$ cat config.mk
export PLATFORM = sky130hd
export DESIGN_NAME = color_gradient_texture_gen
export DESIGN_NICKNAME = d
export VERILOG_FILES = /design/src/rtl/cgt_pkg.sv /design/src/rtl/cgt_div.sv /design/src/rtl/cgt_lane.sv /design/src/rtl/color_gradient_texture_gen.sv
export SDC_FILE = /design/constraint.sdc
export NUM_CORES = 1
export LEC_CHECK = 0
export ABC_CLOCK_PERIOD_IN_PS = 5250
export BUFFER_PORTS_ARGS = -buffer_cell sky130_fd_sc_hd__buf_2
export CORE_MARGIN = 8
export CORE_UTILIZATION = 39
export DETAILED_ROUTE_END_ITERATION = 8
export SLEW_MARGIN = 30
export SYNTH_ARGS = -nofsm -noshare
export SYNTH_HDL_FRONTEND = slang
export SYNTH_SLANG_ARGS = --single-unit
$ cat constraint.sdc
create_clock -name clk -period 5.25 [get_ports clk]
set_clock_uncertainty 0.15 [all_clocks]
set_input_delay 0.2625 -clock clk [delete_from_list [all_inputs] [get_ports clk]]
set_output_delay 0.2625 -clock clk [all_outputs]
set_load 0.03 [all_outputs]
$ cat src/rtl/cgt_pkg.sv
// Shared types and constants for the color gradient texture generator.
// Used by cgt_div, cgt_lane and color_gradient_texture_gen; depends on nothing.
package cgt_pkg;

  localparam int CHAN_W    = 8;
  localparam int STEPS_W   = 6;
  localparam int NUM_CHAN  = 3;
  localparam int CH_IDX_W  = 2;
  localparam int DIV_ITERS = CHAN_W;
  localparam int CNT_W     = 3;

  localparam logic [CH_IDX_W-1:0] CH_RED   = 2'd0;
  localparam logic [CH_IDX_W-1:0] CH_GREEN = 2'd1;
  localparam logic [CH_IDX_W-1:0] CH_BLUE  = 2'd2;
  localparam logic [CH_IDX_W-1:0] CH_LAST  = CH_BLUE;

  localparam logic [STEPS_W-1:0] STEPS_RESET = 6'd1;

  typedef logic [CHAN_W-1:0]  chan_t;
  typedef logic [STEPS_W-1:0] steps_t;

  typedef enum logic [2:0] {
    ST_IDLE,
    ST_DIV_START,
    ST_DIV_WAIT,
    ST_TEXEL,
    ST_FINAL
  } cgt_state_t;

  typedef struct packed {
    logic   start;
    chan_t  dividend;
    steps_t divisor;
  } div_req_t;

  typedef struct packed {
    logic   done;
    chan_t  quotient;
    steps_t remainder;
  } div_rsp_t;

  typedef struct packed {
    logic load;
    logic delta_we;
    logic step;
  } lane_ctrl_t;

endpackage

$ cat src/rtl/cgt_div.sv
// Shared restoring divider: 8-bit dividend by 6-bit divisor, one bit per cycle.
// Depends on cgt_pkg for the request and response structs.
module cgt_div
  import cgt_pkg::*;
(
  input  logic     clk,
  input  logic     rst_n,
  input  div_req_t req,
  output div_rsp_t rsp
);

  logic             busy_r;
  logic             done_r;
  logic [CNT_W-1:0] cnt_r;
  steps_t           rem_r;
  chan_t            quo_r;
  steps_t           dsr_r;

  logic [STEPS_W:0] trial;
  logic [STEPS_W:0] diff;
  logic             ge;

  // One long-division step: bring down the next dividend bit and try a subtract.
  assign trial = {rem_r, quo_r[CHAN_W-1]};
  assign ge    = trial >= {1'b0, dsr_r};
  assign diff  = trial - {1'b0, dsr_r};

  always_ff @(posedge clk) begin
    if (!rst_n) begin
      busy_r <= 1'b0;
      done_r <= 1'b0;
      cnt_r  <= '0;
    end else begin
      done_r <= 1'b0;
      if (req.start) begin
        busy_r <= 1'b1;
        cnt_r  <= '0;
      end else if (busy_r) begin
        cnt_r <= cnt_r + 1'b1;
        if (cnt_r == CNT_W'(DIV_ITERS - 1)) begin
          busy_r <= 1'b0;
          done_r <= 1'b1;
        end
      end
    end
  end

  always_ff @(posedge clk) begin
    if (req.start) begin
      rem_r <= '0;
      quo_r <= req.dividend;
      dsr_r <= req.divisor;
    end else if (busy_r) begin
      rem_r <= ge ? diff[STEPS_W-1:0] : trial[STEPS_W-1:0];
      quo_r <= {quo_r[CHAN_W-2:0], ge};
    end
  end

  assign rsp.done      = done_r;
  assign rsp.quotient  = quo_r;
  assign rsp.remainder = rem_r;

endmodule

$ cat src/rtl/cgt_lane.sv
// One color channel of the gradient stepper: quotient and remainder accumulator.
// Depends on cgt_pkg for the lane control struct.
module cgt_lane
  import cgt_pkg::*;
(
  input  logic       clk,
  input  logic       rst_n,
  input  lane_ctrl_t ctl,
  input  chan_t      load_val,
  input  chan_t      delta_q,
  input  steps_t     delta_r,
  input  steps_t     steps,
  output chan_t      value
);

  chan_t            val_r;
  steps_t           rem_r;
  chan_t            dq_r;
  steps_t           dr_r;

  logic [STEPS_W:0] sum;
  logic [STEPS_W:0] wrap;
  logic             carry;

  // Advancing by one texel adds the whole and fractional parts of the per-step
  // delta; a fractional overflow carries one into the color value.
  assign sum   = {1'b0, rem_r} + {1'b0, dr_r};
  assign carry = sum >= {1'b0, steps};
  assign wrap  = sum - {1'b0, steps};

  always_ff @(posedge clk) begin
    if (ctl.load) begin
      val_r <= load_val;
      rem_r <= '0;
    end else if (ctl.step) begin
      val_r <= val_r + dq_r + {{(CHAN_W-1){1'b0}}, carry};
      rem_r <= carry ? wrap[STEPS_W-1:0] : sum[STEPS_W-1:0];
    end
    if (ctl.delta_we) begin
      dq_r <= delta_q;
      dr_r <= delta_r;
    end
  end

  assign value = val_r;

`ifndef ASSERT_OFF
  a_rem_bound: assert property (@(posedge clk) disable iff (!rst_n)
    ctl.step |-> (rem_r < steps))
    else $error("lane remainder not below segment length");
`endif

endmodule

$ cat src/rtl/color_gradient_texture_gen.sv
// Top level of the linear color gradient texture generator.
// Depends on cgt_pkg, cgt_div (shared divider) and cgt_lane (channel stepper).
//
// Channel  Direction  Handshake              Payload
// in_      input      in_valid / in_stall    stop_red, stop_green, stop_blue, last_stop
// out_     output     out_valid / out_stall  texel_red, texel_green, texel_blue, last_texel
// cfg_     input      cfg_valid / cfg_ready  steps_per_segment (6 bits)
//
// Once a stop is accepted, if a previous stop is held and the segment length S
// is nonzero, the shared divider runs once per channel (issue, 8 quotient bits,
// result); then S texels follow at one per cycle while the output is not stalled,
// and a stop marked last adds one final texel.
// Reset (rst_n, synchronous, active low) sets S to 1 and forgets the previous stop.
// A stall on a waiting texel holds the texel register and pauses texel stepping. The
// input is stalled while the sequencer is busy; it opens again once the last texel
// of a stop has entered the output register, even if that texel is still waiting.
module color_gradient_texture_gen
  import cgt_pkg::*;
(
  input  logic   clk,
  input  logic   rst_n,

  input  logic   in_valid,
  output logic   in_stall,
  input  chan_t  in_stop_red,
  input  chan_t  in_stop_green,
  input  chan_t  in_stop_blue,
  input  logic   in_last_stop,

  output logic   out_valid,
  input  logic   out_stall,
  output chan_t  out_texel_red,
  output chan_t  out_texel_green,
  output chan_t  out_texel_blue,
  output logic   out_last_texel,

  input  logic   cfg_valid,
  output logic   cfg_ready,
  input  steps_t cfg_steps_per_segment
);

  cgt_state_t state_r, state_nxt;

  steps_t            steps_r;
  chan_t             prev_r [NUM_CHAN];
  logic              have_prev_r;
  chan_t             cur_r  [NUM_CHAN];
  logic              last_r;
  logic signed [CHAN_W:0] d_r [NUM_CHAN];
  logic [CH_IDX_W-1:0] ch_r;
  steps_t            j_r;

  logic              out_valid_r;
  chan_t             out_red_r;
  chan_t             out_green_r;
  chan_t             out_blue_r;
  logic              out_last_r;

  chan_t             in_col [NUM_CHAN];
  chan_t             lane_val [NUM_CHAN];
  lane_ctrl_t        lane_ctl [NUM_CHAN];

  div_req_t          div_req;
  div_rsp_t          div_rsp;

  logic              in_take;
  logic              slot_free;
  logic              emit_texel;
  logic              emit_final;
  logic              load_lanes;
  logic              step_lanes;
  logic              delta_we;

  logic signed [CHAN_W:0] d_sel;
  logic [CHAN_W:0]   d_mag;
  chan_t             delta_q;
  steps_t            delta_r;

  assign in_col[CH_RED]   = in_stop_red;
  assign in_col[CH_GREEN] = in_stop_green;
  assign in_col[CH_BLUE]  = in_stop_blue;

  assign in_stall  = (state_r != ST_IDLE);
  assign in_take   = in_valid && (state_r == ST_IDLE);
  assign cfg_ready = (state_r == ST_IDLE);
  assign slot_free = !out_valid_r || !out_stall;

  // The divider works on the magnitude of the channel difference; a negative
  // difference is turned into a floor quotient with a nonnegative remainder.
  assign d_sel = d_r[ch_r];
  assign d_mag = d_sel[CHAN_W] ? ((CHAN_W+1)'(0) - d_sel) : d_sel;

  always_comb begin
    if (!d_sel[CHAN_W]) begin
      delta_q = div_rsp.quotient;
      delta_r = div_rsp.remainder;
    end else if (div_rsp.remainder == '0) begin
      delta_q = chan_t'(0) - div_rsp.quotient;
      delta_r = '0;
    end else begin
      delta_q = chan_t'(0) - div_rsp.quotient - chan_t'(1);
      delta_r = steps_r - div_rsp.remainder;
    end
  end

  // Sequencer: next state and per-cycle strobes.
  always_comb begin
    state_nxt       = state_r;
    div_req.start   = 1'b0;
    div_req.dividend = d_mag[CHAN_W-1:0];
    div_req.divisor = steps_r;
    emit_texel      = 1'b0;
    emit_final      = 1'b0;
    load_lanes      = 1'b0;
    step_lanes      = 1'b0;
    delta_we        = 1'b0;
    unique case (state_r)
      ST_IDLE: begin
        if (in_valid) begin
          load_lanes = 1'b1;
          if (have_prev_r && (steps_r != '0)) begin
            state_nxt = ST_DIV_START;
          end else if (in_last_stop && (steps_r != '0)) begin
            state_nxt = ST_FINAL;
          end
        end
      end
      ST_DIV_START: begin
        div_req.start = 1'b1;
        state_nxt     = ST_DIV_WAIT;
      end
      ST_DIV_WAIT: begin
        if (div_rsp.done) begin
          delta_we  = 1'b1;
          state_nxt = (ch_r == CH_LAST) ? ST_TEXEL : ST_DIV_START;
        end
      end
      ST_TEXEL: begin
        if (slot_free) begin
          emit_texel = 1'b1;
          step_lanes = 1'b1;
          if (j_r == steps_r - steps_t'(1)) begin
            state_nxt = last_r ? ST_FINAL : ST_IDLE;
          end
        end
      end
      ST_FINAL: begin
        if (slot_free) begin
          emit_final = 1'b1;
          state_nxt  = ST_IDLE;
        end
      end
      default: begin
        state_nxt = ST_IDLE;
      end
    endcase
  end

  always_ff @(posedge clk) begin
    if (!rst_n) begin
      state_r <= ST_IDLE;
    end else begin
      state_r <= state_nxt;
    end
  end

  // Control state: segment length, previous-stop flag, counters, output valid.
  always_ff @(posedge clk) begin
    if (!rst_n) begin
      steps_r     <= STEPS_RESET;
      have_prev_r <= 1'b0;
      ch_r        <= CH_RED;
      j_r         <= '0;
      out_valid_r <= 1'b0;
    end else begin
      if (cfg_valid && cfg_ready) begin
        steps_r <= cfg_steps_per_segment;
      end
      if (in_take) begin
        have_prev_r <= !in_last_stop;
        ch_r        <= CH_RED;
        j_r         <= '0;
      end
      if (delta_we && (ch_r != CH_LAST)) begin
        ch_r <= ch_r + 1'b1;
      end
      if (emit_texel) begin
        j_r <= j_r + 1'b1;
      end
      if (emit_texel || emit_final) begin
        out_valid_r <= 1'b1;
      end else if (!out_stall) begin
        out_valid_r <= 1'b0;
      end
    end
  end

  // Stop colors and the texel output register.
  always_ff @(posedge clk) begin
    if (in_take) begin
      last_r <= in_last_stop;
      for (int c = 0; c < NUM_CHAN; c++) begin
        cur_r[c]  <= in_col[c];
        prev_r[c] <= in_col[c];
        d_r[c]    <= $signed({1'b0, in_col[c]}) - $signed({1'b0, prev_r[c]});
      end
    end
    if (emit_final) begin
      out_red_r   <= cur_r[CH_RED];
      out_green_r <= cur_r[CH_GREEN];
      out_blue_r  <= cur_r[CH_BLUE];
      out_last_r  <= 1'b1;
    end else if (emit_texel) begin
      out_red_r   <= lane_val[CH_RED];
      out_green_r <= lane_val[CH_GREEN];
      out_blue_r  <= lane_val[CH_BLUE];
      out_last_r  <= 1'b0;
    end
  end

  cgt_div u_div (
    .clk   (clk),
    .rst_n (rst_n),
    .req   (div_req),
    .rsp   (div_rsp)
  );

  // Each lane starts from the previous stop's channel value.
  for (genvar c = 0; c < NUM_CHAN; c++) begin : g_lane
    assign lane_ctl[c].load     = load_lanes;
    assign lane_ctl[c].step     = step_lanes;
    assign lane_ctl[c].delta_we = delta_we && (ch_r == CH_IDX_W'(c));

    cgt_lane u_lane (
      .clk      (clk),
      .rst_n    (rst_n),
      .ctl      (lane_ctl[c]),
      .load_val (prev_r[c]),
      .delta_q  (delta_q),
      .delta_r  (delta_r),
      .steps    (steps_r),
      .value    (lane_val[c])
    );
  end

  assign out_valid       = out_valid_r;
  assign out_texel_red   = out_red_r;
  assign out_texel_green = out_green_r;
  assign out_texel_blue  = out_blue_r;
  assign out_last_texel  = out_last_r;

`ifndef ASSERT_OFF
  a_div_done_wait: assert property (@(posedge clk) disable iff (!rst_n)
    div_rsp.done |-> (state_r == ST_DIV_WAIT))
    else $error("divider result arrived outside the wait state");
`endif

`ifndef ASSERT_OFF
  a_texel_count: assert property (@(posedge clk) disable iff (!rst_n)
    (state_r == ST_TEXEL) |-> (j_r < steps_r))
    else $error("texel index ran past the segment length");
`endif

`ifndef ASSERT_OFF
  a_final_last: assert property (@(posedge clk) disable iff (!rst_n)
    emit_final |=> (out_valid_r && out_last_r && !have_prev_r))
    else $error("final texel without a last stop");
`endif

endmodule

Word level (Yosys, flattened, before mapping) --
Memory sizes are Yosys's and may differ from the RTL's. A register that Yosys moved wholly into a read port is not among the register bits. Index checks and enable logic that the tools add are counted.
Operators by class: $add $sub $neg 24, $lt $le $gt $ge 4, equality and inequality tests 16, mux-type cells 55, bitwise operators 2, reductions and logical operators 26
Operators with widths (number):
- two-way mux 8 bit | 17
- two-way mux 6 bit | 8
- subtractor 6 bit | 5
- greater-or-equal comparator 7 x 6 -> 1 bit | 4
- subtractor 8 x 8 -> 9 bit | 3
- adder 8 x 1 -> 8 bit | 3
- adder 8 bit | 3
- two-way mux 3 bit | 8
- adder 6 x 6 -> 7 bit | 3
- two-way mux 1 bit | 16
- subtractor 1 x 8 -> 8 bit (first input constant) | 2
- one-hot mux 3 bit (5 select lines) | 1
- two-way mux 2 bit | 5
- != test 2 bit (second input constant) | 5
- nonzero test 2 bit | 5
- logical AND 1 bit | 8
- subtractor 8 x 1 -> 8 bit (second input constant) | 1
- adder 6 x 1 -> 6 bit (second input constant) | 1
- == test 3 x 2 -> 1 bit (second input constant) | 2
- == test 3 bit (second input constant) | 2
- == test 6 bit | 1
- logical NOT 6 bit | 1
- AND reduction 6 bit | 1
- nonzero test 6 bit | 1
- 16 further kinds | 21
Storage, ports and cells: flip-flop bits (word level) 154, RAM bits 75, output and inout bits 28, memories kept 3
Memories:
- d_r | words 3, width 9, rd ports 1, clocked after memory_dff 1, write ports 3, line color_gradient_texture_gen.sv:49 | logic signed [CHAN_W:0] d_r [NUM_CHAN];
- cur_r | words 3, width 8, rd ports 3, clocked after memory_dff 0, write ports 3, line color_gradient_texture_gen.sv:47 | chan_t cur_r [NUM_CHAN];
- prev_r | words 3, width 8, rd ports 3, clocked after memory_dff 0, write ports 3, line color_gradient_texture_gen.sv:45 | chan_t prev_r [NUM_CHAN];

Longest topological paths before layout --
Gate-level depths: netlist of run 1.
word-level depth 6, mapped depth 20

By module --
A second synthesis of run 1 with hierarchy kept.
Unflattened totals: cell total of the unflattened synthesis 1260, area, all modules 12838.6 µm²
Modules (own cells, without submodules):
- color_gradient_texture_gen | times used 1, cells an instance 569, area an instance 5713.0 µm²
- cgt_lane (g_lane[1].u_lane) | times used 1, cells an instance 191, area an instance 1939.4 µm²
- cgt_lane (g_lane[0].u_lane) | times used 1, cells an instance 192, area an instance 1933.1 µm²
- cgt_lane (g_lane[2].u_lane) | times used 1, cells an instance 191, area an instance 1931.9 µm²
- cgt_div | times used 1, cells an instance 117, area an instance 1321.3 µm²

Worst setup path after synthesis of run 1 --
Ideal clock, no wire load.
path type register -> register, start register g_lane[0].u_lane.dr_r[0], end register g_lane[0].u_lane.val_r[6], data pin, arrival 4.077 ns, required time 4.965 ns, slack 0.888 ns, stages on the path, launching flop included 20, cell sequence edfxtp_1 ha_1 fa_1 a21o_1 a21oi_1 xnor2_1 ha_1 o21ai_0 a21oi_1 a311o_1 buf_6 inv_1 fa_1 fa_1 nor2b_1 o21ai_0 nand2b_1 a21oi_1 or4b_2 nand3_1
On the way: longest elaborated chain between the ends 5
RTL lines:
- start: declaration | line cgt_lane.sv:19 | steps_t dr_r;
- start signal: assignment | line cgt_lane.sv:41 | dr_r <= delta_r;
- adder 6 x 6 -> 7 bit | line cgt_lane.sv:27 | assign sum = {1'b0, rem_r} + {1'b0, dr_r};
- greater-or-equal comparator 7 x 6 -> 1 bit | line cgt_lane.sv:28 | assign carry = sum >= {1'b0, steps};
- adder 8 x 1 -> 8 bit | line cgt_lane.sv:36 | val_r <= val_r + dq_r + {{(CHAN_W-1){1'b0}}, carry};
- two-way mux 8 bit | line cgt_lane.sv:35 | end else if (ctl.step) begin
- two-way mux 8 bit | line cgt_lane.sv:32 | if (ctl.load) begin
- end signal: assignment | line cgt_lane.sv:33 | val_r <= load_val;
- end signal: assignment | line cgt_lane.sv:36
- end: declaration | line cgt_lane.sv:16 | chan_t val_r;
No other way between the ends. The select of a mux whose other input is x is not followed. A chain may end at the register's enable or synchronous reset.

Worst setup path in the final report of run 1 --
Ends and elaborated chain as after synthesis.

==> flow_metrics.env, run 1 <==
export IMPL_setup_ws_ns=0.4251
export IMPL_clock_latency_ns=0.51
export IMPL_power_density_nw_per_um2=358.2
export IMPL_drc_errors=0
export IMPL_final_common_cell="edfxtp_1"
export IMPL_num_vias=8621
export IMPL_row_count=64
export IMPL_critPathMaxFanout=7
export IMPL_finalSetupTns_ns=0
export IMPL_syn_area_um2=12050
export IMPL_arrival_ns=5.05
export IMPL_grt_ovfl_total=0
export IMPL_dp_cells=1580
export IMPL_ioPinCount=64
export IMPL_period_needed_ns=4.825
export IMPL_antenna_cells=0
export IMPL_yosys_area_share_simple_pct=12.29
export IMPL_syn_num_nets=1302
export IMPL_finalNetCount=1400
export IMPL_fmax_ghz=0.2073
export IMPL_chipWidth_um=191.8
export IMPL_crit_type="reg -> reg"
export IMPL_irDropWorstVdd_mv=0.2586
export IMPL_synth_mux_area_share_pct=3.531
export IMPL_cts_sinks=207
export IMPL_final_util_pct=45.75
export IMPL_dr_wl_met2_mm=13.28
export IMPL_met1_length_mm=13.67
export IMPL_ys_warn_count=0
export IMPL_async_flop_share_pct=0
export IMPL_dp_slack_ns=0.4264
export IMPL_rsz0062_at_grt="no"
export IMPL_relSlewSlack_pct=39.06
export IMPL_grt_max_degree=51
export IMPL_finalHoldViolations=0
export IMPL_finalPower_mw=5.000
export IMPL_grt_pass1_vias=8635
export IMPL_cp_start_kind="register"
export IMPL_end_kind="register"
export IMPL_synth_top_family_by_area="compound AO/OA/AOI/OAI gates"
export IMPL_routed_wl_mm=28.77
export IMPL_synth_compound_area_share_pct=13.52
export IMPL_place_gp_congestion=0.8176
export IMPL_cp_cell_sequence="ha_1 -> fa_1 -> a21o_1 -> a21oi_1 -> xnor2_1 -> ha_1 -> o21ai_0 -> a21oi_1 -> a311o_1 -> inv_1 -> fa_1 -> fa_1 -> nor2b_1 -> o21ai_0 -> nand2b_1 -> a21oi_1 -> or4b_2 -> nand3_1"
export IMPL_synth_distinct_cells=68
export IMPL_dr_wl_met3_mm=1.089
export IMPL_critical_path_top_delay_family="adder cells"
export IMPL_die_h_um=191.8
export IMPL_globalRouteTotalUtil_pct=15.54
export IMPL_top_layer_used="met4"
export IMPL_clockRootBuffer="clkbuf_16"
export IMPL_syn_area_per_cell_um2=10.48
export IMPL_yosys_area_top_type="edfxtp_1"
export IMPL_cp_required_ns=5.48
export IMPL_yosys_area_top_type_share_pct=38.88
export IMPL_synth_edf_count=156
export IMPL_cp_buffers_inverters=1
export IMPL_status="complete, no violations"
export IMPL_place_area_um2=12770
export IMPL_clk_path_buf_depth=3
export IMPL_initial_core_util_pct=39.49
export IMPL_slowest_delay_ns=0.61
export IMPL_clk_pin_slew_ns=0.06
export IMPL_synthTopCellsByArea="edfxtp_1 39%, ha_1 10%, dfxtp_1 8.5%"
export IMPL_whs_ns=0.04177
export IMPL_drtPass1Iterations=6
export IMPL_hpwl_mm=20.25
export IMPL_area_growth_pct=15.85
export IMPL_final_antenna_net_count=0
export IMPL_min_period_over_period_pct=91.90
export IMPL_grt_pass1_wl_mm=45.69
export IMPL_syn_inst=1150
export IMPL_hold_class="in -> reg"
export IMPL_wl_per_cell_um=17.31
export IMPL_stdcell_area_um2=13960
export IMPL_ctsHtreeMaxLevel=1
export IMPL_cellLeakagePower_nw=5.651
export IMPL_synthXorXnorAreaFrac_pct=5.670
export IMPL_tightestPinTransition_ns=0.9084
export IMPL_synth_seq_area_share_pct=47.35
export IMPL_drive_above_1_share_pct=10.51
export IMPL_ys_seq_elements=207
export IMPL_die_area_um2=36780
export IMPL_finalMaxSlewViolations=0
export IMPL_ys_flop_type="edfxtp_1"
export IMPL_final_cell_mix="156 x edfxtp_1, 99 x ha_1, 96 x inv_1"
export IMPL_cts_buffers=24
export IMPL_setup_violations=0
export IMPL_synthAdderAreaFrac_pct=13.10
export IMPL_drv_cap=0
export IMPL_drt_iter0_markers=501
export IMPL_antenna_found_initial=0
export IMPL_fin_cells=1662
export IMPL_port_buffers=63
export IMPL_crit_slowest_cell="or4b_2"
export IMPL_vias_per_cell=5.187
export IMPL_core_um2=30510
export IMPL_cts_tree="yes"
==> power breakdown <==
group | internal (mW) | leakage (nW) | switching [mW]
Clock | 1.06 | 0.396 | 0.663
Sequential | 1.99 | 1.87 | 0.103
Combinational | 0.473 | 3.38 | 0.709
==> cell usage after synthesis, types with 23 or more instances <==
| master | instances |
|---|---|
| edfxtp_1 | 156 |
| ha_1 | 99 |
| inv_1 | 98 |
| nor2_1 | 92 |
| o21ai_0 | 91 |
| nand2_1 | 86 |
| a21oi_1 | 77 |
| dfxtp_1 | 51 |
| xnor2_1 | 50 |
| clkbuf_1 | 29 |
| mux2i_1 | 29 |
| xor2_1 | 28 |
| nor2b_1 | 23 |
==> logic make-up (layout without fill, tap and decap cells) <==
| family | Yosys count | in the layout |
|---|---|---|
| and+or+nand+nor | 304 | 304 |
| AOI/OAI and AO/OA | 266 | 266 |
| DFF | 207 | 207 |
| buffers and inverters | 138 | 254 |
| adders and majority gates | 116 | 116 |
| xor gates and xnor gates | 78 | 78 |
| muxes | 41 | 41 |
==> flip-flops by register name, indices dropped and copies added (netlist names), 8 cells and up, named ones only <==
| name | count |
|---|---|
| out_texel_red | 8 |
| out_texel_green | 8 |
| g_lane.u_lane.dq_r | 24 |
| g_lane.u_lane.value | 24 |
| g_lane.u_lane.dr_r | 18 |
| g_lane.u_lane.rem_r | 18 |
| out_texel_blue | 8 |
| prev_r | 24 |
| u_div.quo_r | 8 |
| d_r | 27 |
==> path summary, 6_finish.rpt <==
check | from | end | slack [ns] | cells past startpoint
hold reg to reg | out_last_texel | out_last_texel | 0.30 | 2
setup reg to reg | g_lane[0].u_lane.dr_r[0] | g_lane[0].u_lane.value[6] | 0.43 | 18
hold / removal | out_stall | out_valid | 0.04 | 3
setup / recovery | g_lane[0].u_lane.dr_r[0] | g_lane[0].u_lane.value[6] | 0.43 | 18
==> worst reg2reg max path, cell delays in order (launching register included) <==
cell and delay [ns]:
edfxtp_1 0.37, ha_1 0.23, fa_1 0.44, a21o_1 0.19, a21oi_1 0.17, xnor2_1 0.11
ha_1 0.35, o21ai_0 0.09, a21oi_1 0.18, a311o_1 0.38, inv_1 0.11, fa_1 0.42
fa_1 0.42, nor2b_1 0.12, o21ai_0 0.08, nand2b_1 0.11, a21oi_1 0.09, or4b_2 0.61
nand3_1 0.09
==> layer usage <==
layer	global-route usage (%)	vias up
li1	-	4301
met1	20.88	4111
met2	25.80	161
met3	1.961	48
met4	4.766	0
met5	0	-
==> layout make-up <==
| type | instances | area [um^2] |
|---|---|---|
| clock inverter | 14 | 162.7 |
| timing repair buffer | 112 | 779.5 |
| multi-input combinational | 805 | 5803 |
| inverter | 98 | 367.9 |
| fill | 2790 | 16550 |
| sequential | 207 | 5705 |
| clock buffer | 30 | 644.4 |
| tap | 396 | 495.5 |
==> what timing repair did <==
action | in CTS | in global routing
gates resized for setup | 0 | 0
hold buffers | 37 | 0
buffers inserted | 0 | 0
hold endpoints to repair | 39 | 0
Power figures use the tool's default switching activity.
==> inputs of run 2 (changes only) <==
--- a/config.mk
+++ b/config.mk
@@ -5,8 +5,8 @@
 export SDC_FILE = /design/constraint.sdc
 export NUM_CORES = 1
 export LEC_CHECK = 0
-export ABC_CLOCK_PERIOD_IN_PS = 5250
-export BUFFER_PORTS_ARGS = -buffer_cell sky130_fd_sc_hd__buf_2
+export ABC_CLOCK_PERIOD_IN_PS = 6050
+export BUFFER_PORTS_ARGS = -buffer_cell sky130_fd_sc_hd__buf_4
 export CORE_MARGIN = 8
 export CORE_UTILIZATION = 39
 export DETAILED_ROUTE_END_ITERATION = 8
==> constraint.sdc (replaced) <==
create_clock -name clk -period 6.05 [get_ports clk]
set_clock_uncertainty 0.15 [all_clocks]
set_input_delay 0.3025 -clock clk [delete_from_list [all_inputs] [get_ports clk]]
set_output_delay 0.3025 -clock clk [all_outputs]
set_load 0.03 [all_outputs]
==> run 2 against run 1 <==
Die area stayed put; combinational power is 13% lower; non-clock buffer count fell by 7; flip-flop and latch count stayed put; first-iteration DRC count up 10%; wire length decreased by 0.16%; power is 14% lower; design area grew 0.55%; sequential power fell by 13%; via count decreased by 1.1%.
==> flow_metrics.env, run 2 (synthesized netlist as in run 1, its figures left out) <==
export IMPL_status="complete, no violations"
export IMPL_critical_path_top_delay_family="adder cells"
export IMPL_final_antenna_net_count=0
export IMPL_place_gp_congestion=0.8460
export IMPL_top_register="d_r"
export IMPL_tightestPinTransition_ns=0.9137
export IMPL_critPathMaxFanout=7
export IMPL_clock_latency_ns=0.53
export IMPL_hp_start="cfg_valid"
export IMPL_arrival_ns=5.09
export IMPL_initial_core_util_pct=39.49
export IMPL_cp_cell_sequence="ha_1 -> fa_1 -> a21o_1 -> a21oi_1 -> xnor2_1 -> ha_1 -> o21ai_0 -> a21oi_1 -> a311o_1 -> inv_1 -> fa_1 -> fa_1 -> nor2b_1 -> o21ai_0 -> nand2b_1 -> a21oi_1 -> or4b_2 -> nand3_1"
export IMPL_grt_pass1_vias=8579
export IMPL_slowest_delay_ns=0.61
export IMPL_vias_per_cell=5.153
export IMPL_ctsHtreeMaxLevel=1
export IMPL_reg2reg_from="g_lane[0].u_lane.dr_r[0]"
export IMPL_die_area_um2=36780
export IMPL_finalMaxSlewViolations=0
export IMPL_cp_start_kind="register"
export IMPL_ioPinCount=64
export IMPL_cts_tree="yes"
export IMPL_wl_per_cell_um=17.36
export IMPL_core_um2=30510
export IMPL_cts_buffers=24
export IMPL_grt_ovfl_total=0
export IMPL_antenna_found_initial=0
export IMPL_grt_max_degree=48
export IMPL_cellLeakagePower_nw=5.657
export IMPL_finalHoldViolations=0
export IMPL_crit_slowest_cell="or4b_2"
export IMPL_cp_required_ns=6.29
export IMPL_fin_cells=1654
export IMPL_hpwl_mm=19.95
export IMPL_port_buffers=63
export IMPL_row_count=64
export IMPL_post_cts_resized=0
export IMPL_setup_violations=0
export IMPL_grt_pass1_wl_mm=45.75
export IMPL_fill_cells=2805
export IMPL_end_kind="register"
export IMPL_routed_wl_mm=28.72
export IMPL_period_needed_ns=4.846
export IMPL_fmax_ghz=0.2064
export IMPL_die_h_um=191.8
export IMPL_crit_start="g_lane[0].u_lane.dr_r[0]"
export IMPL_finalNetCount=1393
export IMPL_finalSetupTns_ns=0
export IMPL_relSlewSlack_pct=38.90
export IMPL_irDropWorstVdd_mv=0.1657
export IMPL_largest_register_ffs=27
export IMPL_cts_sinks=207
export IMPL_drt_iter0_markers=551
export IMPL_final_cell_mix="156 x edfxtp_1, 99 x ha_1, 97 x inv_1"
export IMPL_drive_above_1_share_pct=10.41
export IMPL_cp_buffers_inverters=1
export IMPL_final_common_cell="edfxtp_1"
export IMPL_drc_errors=0
export IMPL_multi_input_area_um2=5803
export IMPL_clk_path_buf_depth=3
export IMPL_r2r_slack_ns=1.20
export IMPL_clk_pin_slew_ns=0.06
export IMPL_clockRootBuffer="clkbuf_16"
export IMPL_ff_latch_area_um2=5705
export IMPL_globalRouteTotalUtil_pct=15.52
export IMPL_crit_type="reg -> reg"
export IMPL_antenna_cells=0
export IMPL_chipWidth_um=191.8
export IMPL_num_vias=8523
export IMPL_area_growth_pct=16.48
export IMPL_hold_class="in -> reg"
export IMPL_min_period_over_period_pct=80.10
export IMPL_dp_cells=1578
export IMPL_rsz0062_at_grt="no"
export IMPL_drtPass1Iterations=5
export IMPL_drv_cap=0
export IMPL_power_density_nw_per_um2=307.7
==> run 2: layout make-up <==
| type | instances | area share [%] |
|---|---|---|
| repair buffers | 105 | 6.205 |
| multi-input cells | 805 | 41.35 |
| inverters | 98 | 2.621 |
| clock inverters | 6 | 0.6508 |
| flip-flops and latches | 207 | 40.65 |
| clock buffers | 37 | 4.992 |
| well taps | 396 | 3.530 |
==> run 2: through the flow <==
step	utilization [%]	cell area, um^2	hold slack (ns)	setup WS [ns]	total power [mW]
global route	46.00	14030	0.04882	0.8651	4.538
detailed placement	42.32	12910	0.2913	1.198	2.858
finish	46.00	14030	0.04269	1.204	4.319
CTS	46.00	14030	0.01793	1.215	4.358
global placement	42.32	12910	0.2831	1.289	2.845
floorplan	-	12050	0.2473	1.688	2.555
==> run 2: worst register-to-register path, stage by stage (launching register included) <==
cell and delay, ns:
edfxtp_1 0.38, ha_1 0.24, fa_1 0.44, a21o_1 0.18
a21oi_1 0.17, xnor2_1 0.11, ha_1 0.34, o21ai_0 0.10
a21oi_1 0.18, a311o_1 0.40, inv_1 0.11, fa_1 0.42
fa_1 0.42, nor2b_1 0.12, o21ai_0 0.08, nand2b_1 0.11
a21oi_1 0.09, or4b_2 0.61, nand3_1 0.09
==> run 2: routing by layer <==
layer  track usage [%]  vias to the layer above  part of all wire [%]
met2             25.35                      160                    46
li1                  -                     4290                     -
met1             21.14                     4027                    48
met4             4.440                        0                   2.3
met5                 0                        -                     0
met3             2.233                       46                   4.3
==> run 2: final timing paths <==
check / end / depth (start not counted)
worst max-delay path: g_lane[0].u_lane.value[6] / 18
worst min-delay path: steps_r[1] / 4
worst max register to register: g_lane[0].u_lane.value[6] / 18
worst min register to register: out_last_texel / 2
==> run 2: report_power, final <==
part	switching [mW]	total [mW]	internal, mW	leakage (nW)
Clock	0.585	1.47	0.882	0.387
Sequential	0.0945	1.82	1.73	1.87
Combinational	0.611	1.03	0.420	3.40
==> run 2: timing repair <==
| action | in CTS | in global routing |
|---|---|---|
| hold endpoints to repair | 39 | 0 |
| buffers inserted | 0 | 0 |
| hold buffers | 33 | 0 |
| endpoints found under the setup margin | 0 | 0 |
==> inputs of run 3 (changes only) <==
--- a/config.mk
+++ b/config.mk
@@ -5,7 +5,7 @@
 export SDC_FILE = /design/constraint.sdc
 export NUM_CORES = 1
 export LEC_CHECK = 0
-export ABC_CLOCK_PERIOD_IN_PS = 6050
+export ABC_CLOCK_PERIOD_IN_PS = 3900
 export BUFFER_PORTS_ARGS = -buffer_cell sky130_fd_sc_hd__buf_4
 export CORE_MARGIN = 8
 export CORE_UTILIZATION = 39
==> constraint.sdc (replaced) <==
create_clock -name clk -period 3.9 [get_ports clk]
set_clock_uncertainty 0.15 [all_clocks]
set_input_delay 0.195 -clock clk [delete_from_list [all_inputs] [get_ports clk]]
set_output_delay 0.195 -clock clk [all_outputs]
set_load 0.03 [all_outputs]
==> run 3 against run 2 <==
The flow now finishes with violations (negative setup slack); cell count up 6.4%; clock power up 60%; wire length up 7.3%; sequential power up 55%; core utilization up 3.8 points; largest power group unchanged; highest routed layer unchanged.
==> flow_metrics.env, run 3 (synthesized netlist as in run 1, its figures left out) <==
export IMPL_rsz0062_at_grt="yes"
export IMPL_power_density_nw_per_um2=456.9
export IMPL_die_area_um2=36780
export IMPL_initial_core_util_pct=39.49
export IMPL_top_register="d_r"
export IMPL_wl_per_cell_um=17.51
export IMPL_core_um2=30510
export IMPL_fmax_ghz=0.2364
export IMPL_routed_wl_mm=30.81
export IMPL_critPathMaxFanout=3
export IMPL_irDropWorstVdd_mv=0.2667
export IMPL_cp_start_kind="register"
export IMPL_cellLeakagePower_nw=6.272
export IMPL_row_count=64
export IMPL_cts_tree="yes"
export IMPL_final_antenna_net_count=0
export IMPL_finalNetCount=1499
export IMPL_finalHoldViolations=0
export IMPL_relSlewSlack_pct=43.82
export IMPL_end_kind="register"
export IMPL_place_gp_congestion=0.8228
export IMPL_cp_required_ns=4.00
export IMPL_arrival_ns=4.33
export IMPL_cts_buffers=25
export IMPL_grt_busiest_layer="met2"
export IMPL_drive_above_1_share_pct=21.19
export IMPL_min_period_over_period_pct=108.5
export IMPL_setup_violations=13
export IMPL_area_growth_pct=26.17
export IMPL_drt_iter0_markers=422
export IMPL_grt_use_met2_pct=27.55
export IMPL_num_vias=9035
export IMPL_crit_type="reg -> reg"
export IMPL_final_common_cell="buf_4"
export IMPL_ctsHtreeMaxLevel=1
export IMPL_ioPinCount=64
export IMPL_grt_pass1_wl_mm=48.21
export IMPL_hpwl_mm=21.32
export IMPL_met1_usage_pct=21.97
export IMPL_final_cell_mix="166 x buf_4, 156 x edfxtp_1, 94 x inv_1"
export IMPL_violations="negative setup slack"
export IMPL_finalMaxSlewViolations=0
export IMPL_stdcell_area_um2=15200
export IMPL_drc_errors=0
export IMPL_largest_register_ffs=27
export IMPL_grt_max_degree=45
export IMPL_setup_ws_ns=-0.3301
export IMPL_hold_class="in -> reg"
export IMPL_die_h_um=191.8
export IMPL_tightestPinTransition_ns=0.8427
export IMPL_drtPass1Iterations=5
export IMPL_port_buffers=63
export IMPL_globalRouteTotalUtil_pct=16.40
export IMPL_place_area_um2=13410
export IMPL_finalSetupTns_ns=-1.781
export IMPL_clockRootBuffer="clkbuf_16"
export IMPL_period_needed_ns=4.230
export IMPL_status="complete, but fails checks"
export IMPL_clk_pin_slew_ns=0.06
export IMPL_clk_path_buf_depth=3
export IMPL_grt_ovfl_total=0
export IMPL_antenna_found_initial=0
export IMPL_grt_pass1_vias=9082
export IMPL_drv_cap=0
export IMPL_grtUsageMet3_pct=2.269
export IMPL_chipWidth_um=191.8
export IMPL_clock_latency_ns=0.52
export IMPL_cts_sinks=207
export IMPL_vias_per_cell=5.134
export IMPL_antenna_cells=0
run 3: cell count changes in the layout (fill, tap and decap cells not counted), sizes merged:
| cell | previous run | this run |
|---|---|---|
| buf | 72 | 171 |
| bufinv | 2 | 4 |
| clkbuf | 37 | 30 |
| clkinv | 4 | 7 |
| clkinvlp | 0 | 2 |
| dlygate4sd3 | 33 | 39 |
| inv | 98 | 99 |
run 3: final cells by class:
| cell class | instances | area [um^2] |
|---|---|---|
| Clock buffer | 30 | 654.4 |
| Clock inverter | 14 | 172.7 |
| Fill cell | 2731 | 15310 |
| Inverter | 98 | 367.9 |
| Multi-Input combinational cell | 805 | 6113 |
| Sequential cell | 207 | 5705 |
| Tap cell | 396 | 495.5 |
| Timing Repair Buffer | 210 | 1693 |
run 3: metrics by stage:
stage                     cells  total power, mW  utilization (%)  setup WS [ns]  hold WS, ns
after detailed placement   1633            4.491            43.95        -0.3402       0.2353
after CTS                  1748            6.939            48.99        -0.2425       0.1359
after global placement     1633            4.470            43.95        -0.2508       0.2343
after floorplan            1150            3.981                -        -0.2075       0.1398
final                      1760            6.946            49.83        -0.3301       0.1497
after global routing       1760            7.296            49.83        -0.4521       0.1481
run 3: worst max-delay path, cell delays in order (launching register included):
cell	delay, ns
edfxtp_1	0.42
ha_4	0.19
fa_2	0.39
a21o_1	0.18
a21oi_2	0.16
xnor2_2	0.13
ha_2	0.30
o21a_1	0.18
o31a_1	0.11
a311o_1	0.36
inv_2	0.09
fa_2	0.22
buf_6	0.11
nor2b_4	0.03
o21ai_2	0.18
a21oi_2	0.10
o41ai_2	0.40
xnor2_1	0.17
a21oi_1	0.08
run 3: path summary, 6_finish.rpt:
path,start,depth (start not counted),to,slack (ns)
max,g_lane[1].u_lane.dr_r[0],18,g_lane[1].u_lane.value[7],-0.33
min reg2reg,out_last_texel,2,out_last_texel,0.30
max reg2reg,g_lane[1].u_lane.dr_r[0],18,g_lane[1].u_lane.value[7],-0.33
min,in_valid,3,last_r,0.15
run 3: power breakdown:
part	internal [mW]	total (mW)	switching (mW)	leakage [nW]
clock	1.45	2.35	0.898	0.397
sequential	2.68	2.82	0.139	1.87
combinational	0.767	1.78	1.01	4.00
total	4.90	6.95	2.05	6.27
run 3: repair_timing:
item,CTS,global route
gates resized for setup,18,33
hold buffers,39,0
buffers inserted,32,16
pin swaps,41,48
endpoints found under the hold margin,51,0
endpoints found under the setup margin,13,19
run 3: routing by layer:
metal / share of wire (%) / wire length, um
met1: 46 / 14160
met2: 48 / 14780
met3: 4.1 / 1271
met4: 1.9 / 599
met5: 0 / 0
